$ cat src/rtl/core/mcsr_sector_base.sv
module mcsr_sector_base #(
    parameter int SECTOR_BYTES = 128,
    parameter int CARD_BYTES   = 131072,
    parameter int SN_W         = 10,
    parameter int AW           = 17
) (
    input  logic            aclk,
    input  logic [SN_W-1:0] sector,
    output logic [AW-1:0]   base
);

    // x = sector * SECTOR_BYTES, base = x mod CARD_BYTES
    localparam int XW    = SN_W + $clog2(SECTOR_BYTES);
    localparam int RW    = ((XW > AW) ? XW : AW) + 1;
    localparam int M_VAL = (1 << XW) / CARD_BYTES;

    localparam logic [XW-1:0] SB_C   = XW'(SECTOR_BYTES);
    localparam logic [XW-1:0] RECIP  = XW'(M_VAL);
    localparam logic [RW-1:0] CARD_C = RW'(CARD_BYTES);

    logic [XW-1:0]   x_reg;
    logic [XW-1:0]   x2_reg;
    logic [XW-1:0]   q_reg;
    logic [AW-1:0]   base_reg;
    logic [2*XW-1:0] q_prod;
    logic [RW-1:0]   rem;

    // Quotient estimate by reciprocal; it may fall one short
    assign q_prod = {{XW{1'b0}}, x_reg} * {{XW{1'b0}}, RECIP};

    // Remainder with a single correction step
    always_comb begin
        rem = RW'(x2_reg) - RW'(q_reg) * CARD_C;
        if (rem >= CARD_C) begin
            rem = rem - CARD_C;
        end
    end

    // Three-stage pipeline, runs every cycle
    always_ff @(posedge aclk) begin
        x_reg    <= sector * SB_C;
        x2_reg   <= x_reg;
        q_reg    <= q_prod[2*XW-1:XW];
        base_reg <= rem[AW-1:0];
    end

    assign base = base_reg;

endmodule

$ cat config.mk
export PLATFORM = sky130hd
export DESIGN_NAME = mcsr_sector_base
export DESIGN_NICKNAME = d
export VERILOG_FILES = /design/src/rtl/core/mcsr_sector_base.sv
export SDC_FILE = /design/constraint.sdc
export NUM_CORES = 1
export LEC_CHECK = 0
export BUFFER_PORTS_ARGS = -buffer_cell sky130_fd_sc_hd__buf_2
export CAP_MARGIN = 40
export CORE_MARGIN = 4
export CORE_UTILIZATION = 45
export DETAILED_ROUTE_END_ITERATION = 8
export GPL_ROUTABILITY_DRIVEN = 0
export PLACE_DENSITY = 0.76
export SLEW_MARGIN = 20
export SYNTH_ARGS = -nofsm -noshare
export SYNTH_HDL_FRONTEND = slang
export SYNTH_SLANG_ARGS = --single-unit
export TNS_END_PERCENT = 20
$ cat constraint.sdc
create_clock -name aclk -period 0.8 [get_ports aclk]
set_input_delay 0.08 -clock aclk [delete_from_list [all_inputs] [get_ports aclk]]
set_output_delay 0.08 -clock aclk [all_outputs]
set_load 0.02 [all_outputs]
==> metrics.txt <==
# TYPE chip_impl_metric gauge
chip_impl_metric{name="worst-r2r-setup-slack",unit="ps"} 390
chip_impl_metric{name="fin_hold_ws",unit="ps"} 323.6
chip_impl_info{name="clock_root_buffer",value="sky130_fd_sc_hd__clkbuf_4"} 1
chip_impl_metric{name="dr.pass1.iters",unit=""} 2
chip_impl_metric{name="detail_route.iter0.violations",unit=""} 1
chip_impl_metric{name="sw_frac_of_total",unit="%"} 20.08
chip_impl_info{name="critical_path.top_delay_family",value="flip-flops"} 1
chip_impl_metric{name="cap_violations",unit=""} 0
chip_impl_metric{name="post-route-cell-area",unit="um^2"} 972.2
chip_impl_metric{name="crit_required",unit="ps"} 720
chip_impl_metric{name="min_period",unit="ps"} 823.8
chip_impl_info{name="crit_type",value="reg2out"} 1
chip_impl_metric{name="core-area",unit="um^2"} 1334
chip_impl_metric{name="clkSlewWorstSetupHoldPaths",unit="ps"} 80
chip_impl_metric{name="pre_cts_slack",unit="ps"} 272.2
chip_impl_info{name="r2r-start",value="x2_reg[7]"} 1
chip_impl_info{name="worst_path_max_delay_cell",value="sky130_fd_sc_hd__dfxtp_2"} 1
chip_impl_metric{name="path_depth",unit=""} 1
chip_impl_metric{name="post_cts_buffers",unit=""} 0
chip_impl_metric{name="synthesis.instances",unit=""} 38
chip_impl_metric{name="global_route.usage.total",unit="%"} 9.839
chip_impl_metric{name="clock_latency",unit="ps"} 300
chip_impl_metric{name="maximum_clock_rate",unit="MHz"} 1214
chip_impl_metric{name="die_w",unit="um"} 46.21
chip_impl_metric{name="finalCoreUtilization",unit="%"} 72.89
chip_impl_info{name="violations_in_the_final_reports",value="setup timing"} 1
chip_impl_metric{name="worstHoldPathCells",unit=""} 0
chip_impl_info{name="post_synth_main_area_contributors",value="sky130_fd_sc_hd__dfxtp_1, sky130_fd_sc_hd__buf_4, sky130_fd_sc_hd__conb_1"} 1
chip_impl_metric{name="total_clock_sinks",unit=""} 30
chip_impl_metric{name="cell_internal_pwr",unit="uW"} 2069
chip_impl_info{name="post-synth-top-count-cell",value="sky130_fd_sc_hd__dfxtp_1"} 1
chip_impl_metric{name="power.density_cell_area",unit="nW/um^2"} 2663
chip_impl_metric{name="clock_tree.htree_level_count",unit=""} 2
chip_impl_metric{name="ant_nets",unit=""} 0
chip_impl_info{name="critical_path_sink_type",value="output port"} 1
chip_impl_metric{name="pwr-share-seq",unit="%"} 61.9
chip_impl_metric{name="grt_start_max_net_pins",unit=""} 9
chip_impl_metric{name="postSynthRegisterBits",unit=""} 30
chip_impl_metric{name="drcViolationCount",unit=""} 0
chip_impl_metric{name="routed_via_density",unit=""} 3.693
chip_impl_metric{name="syn-cell-area",unit="um^2"} 656.9
chip_impl_metric{name="routed-via-count",unit=""} 325
chip_impl_metric{name="cts_max_path_buffers",unit=""} 2
chip_impl_info{name="synth_common_cells",value="sky130_fd_sc_hd__dfxtp_1, sky130_fd_sc_hd__buf_4, sky130_fd_sc_hd__conb_1"} 1
chip_impl_metric{name="power.leakage",unit="uW"} 0.0004477
chip_impl_metric{name="switching_power",unit="uW"} 519.8
chip_impl_metric{name="proportion_of_layout_cells_with_a_drive_suffix_above_1",unit="%"} 49.32
chip_impl_metric{name="path_buf_inv",unit=""} 1
chip_impl_metric{name="skew",unit="ps"} 5.099
chip_impl_info{name="min_path_type",value="reg2reg"} 1
chip_impl_info{name="tritoncts",value="done"} 1
chip_impl_metric{name="totalWireLength",unit="um"} 868
chip_impl_info{name="rr_endpoint",value="base[7]"} 1
chip_impl_metric{name="finalWorstSetupSlack",unit="ps"} -23.81
chip_impl_metric{name="global_route.overflow_total",unit=""} 0
chip_impl_info{name="ys.flop_type",value="sky130_fd_sc_hd__dfxtp_1"} 1
chip_impl_metric{name="critical_path_arrival",unit="ps"} 740
chip_impl_info{name="worst_setup_path_endpoint",value="base[12]"} 1
chip_impl_metric{name="combinationalPowerShare",unit="%"} 6.9
chip_impl_info{name="area_leader_netlist",value="sky130_fd_sc_hd__dfxtp_1"} 1
chip_impl_metric{name="cpPeakStageDelay",unit="ps"} 320
chip_impl_metric{name="initial_cell_density_of_the_core",unit="%"} 49.25
chip_impl_metric{name="synth_edf_count",unit=""} 0
chip_impl_metric{name="critical_path_peak_fanout",unit=""} 1
chip_impl_metric{name="fp.dieArea",unit="um^2"} 2135
chip_impl_metric{name="setup_viol",unit=""} 10
chip_impl_metric{name="count_of_port_buffers_added_during_placement",unit=""} 20
chip_impl_metric{name="setup-tns-final",unit="ps"} -194.3
chip_impl_metric{name="post_detailed_placement_cell_area",unit="um^2"} 745.7
chip_impl_metric{name="post-route-period-util",unit="%"} 103.0
chip_impl_metric{name="antenna-diode-count",unit=""} 0
chip_impl_metric{name="num-nets-final",unit=""} 85
chip_impl_metric{name="wire_per_inst",unit="um"} 9.864
chip_impl_metric{name="reg2reg_depth",unit=""} 0
chip_impl_metric{name="io_pins",unit=""} 28
chip_impl_metric{name="synth_async_sr_flop_share",unit="%"} 0
chip_impl_metric{name="yosys.cell_types.count",unit=""} 3
chip_impl_metric{name="vdd_ir_drop_max",unit="mV"} 1.873
chip_impl_metric{name="synthToLayoutAreaGrowth",unit="%"} 48.00
chip_impl_metric{name="synth.top_cell.area_share",unit="%"} 91.43
chip_impl_metric{name="proportion_of_synthesized_chip_area_in_sequential_cells",unit="%"} 91.43
chip_impl_info{name="crit_start",value="base[12]"} 1
chip_impl_metric{name="die_height",unit="um"} 46.21
chip_impl_info{name="result_of_the_run",value="finished with violations"} 1
chip_impl_info{name="worst_setup_path_start_kind",value="flop"} 1
chip_impl_info{name="rsz0062_at_grt",value="true"} 1
chip_impl_metric{name="timing.final.max_slew_violations",unit=""} 0
chip_impl_metric{name="via_count_of_the_first_global_routing_pass",unit=""} 312
chip_impl_metric{name="hold_viol",unit=""} 0
chip_impl_metric{name="antenna_found_initial",unit=""} 0
chip_impl_metric{name="grt_first_pass_wirelength",unit="um"} 1276
chip_impl_metric{name="cts_made_buffers",unit=""} 5
chip_impl_info{name="critical_path.cell_chain",value="buf_6"} 1
chip_impl_metric{name="yosysWarningCount",unit=""} 0
chip_impl_metric{name="syn-mean-instance-area",unit="um^2"} 17.29
chip_impl_metric{name="power.share.clock",unit="%"} 31.3
chip_impl_metric{name="fp-row-count",unit=""} 13
## routing by layer
layer | track usage [%] | vias up | part of all wire, %
li1 | - | 169 | -
met1 | 8.802 | 136 | 34
met2 | 14.56 | 18 | 55
met3 | 7.031 | 2 | 9.4
met4 | 8.523 | 0 | 1.4
met5 | 0 | - | 0
## stage by stage
step,std cells,power [uW]
5_1_grt,88,2706
2_1_floorplan,44,1710
6_report,88,2589
4_1_cts,88,2610
3_5_place_dp,72,1738
3_3_place_gp,72,1729
## cell usage in the layout (no fill, tap or decap), drive strengths merged
master and count:
dlygate4sd3 10, buf 20, dfxtp 30, clkbuf 6, conb 7
## repair_timing
action | 4_1_cts | 5_1_grt
endpoints found under the hold margin | 10 | 0
endpoints found under the setup margin | 10 | 10
resized for setup | 30 | 0
hold buffers | 10 | 0
## how the worst min path moves through the flow
stage | from | to | slack [ps]
2_1_floorplan | sector[3] | x_reg[10] | 110
3_3_place_gp | sector[1] | x_reg[8] | 180
3_5_place_dp | sector[7] | x_reg[14] | 180
4_1_cts | x2_reg[14] | base[14] | 330
5_1_grt | x2_reg[15] | base[15] | 330
6_report | x2_reg[14] | base[14] | 320
## layout make-up
cell class,instances,area (um^2)
Sequential cell,30,613.1
Clock buffer,6,51.30
Fill cell,90,361.6
Timing Repair Buffer,30,262.8
Multi-Input combinational cell,7,26.28
Tap cell,15,18.77
## power groups by stage
| stage | Sequential (uW) | Combinational, uW | Clock [uW] |
|---|---|---|---|
| after CTS | 1600 | 179 | 829 |
| after detailed placement | 1630 | 111 | 0 |
| after global routing | 1610 | 190 | 907 |
| after global placement | 1620 | 110 | 0 |
| final | 1600 | 178 | 809 |
| after floorplan | 1660 | 54.7 | 0 |
## cells by family after synthesis
family / count (synthesis) / synth area share, %
flip-flops: 30 / 91.43
buffers and inverters: 7 / 8.000
other: 1 / 0.5709
(Power assumes the default switching activity.)
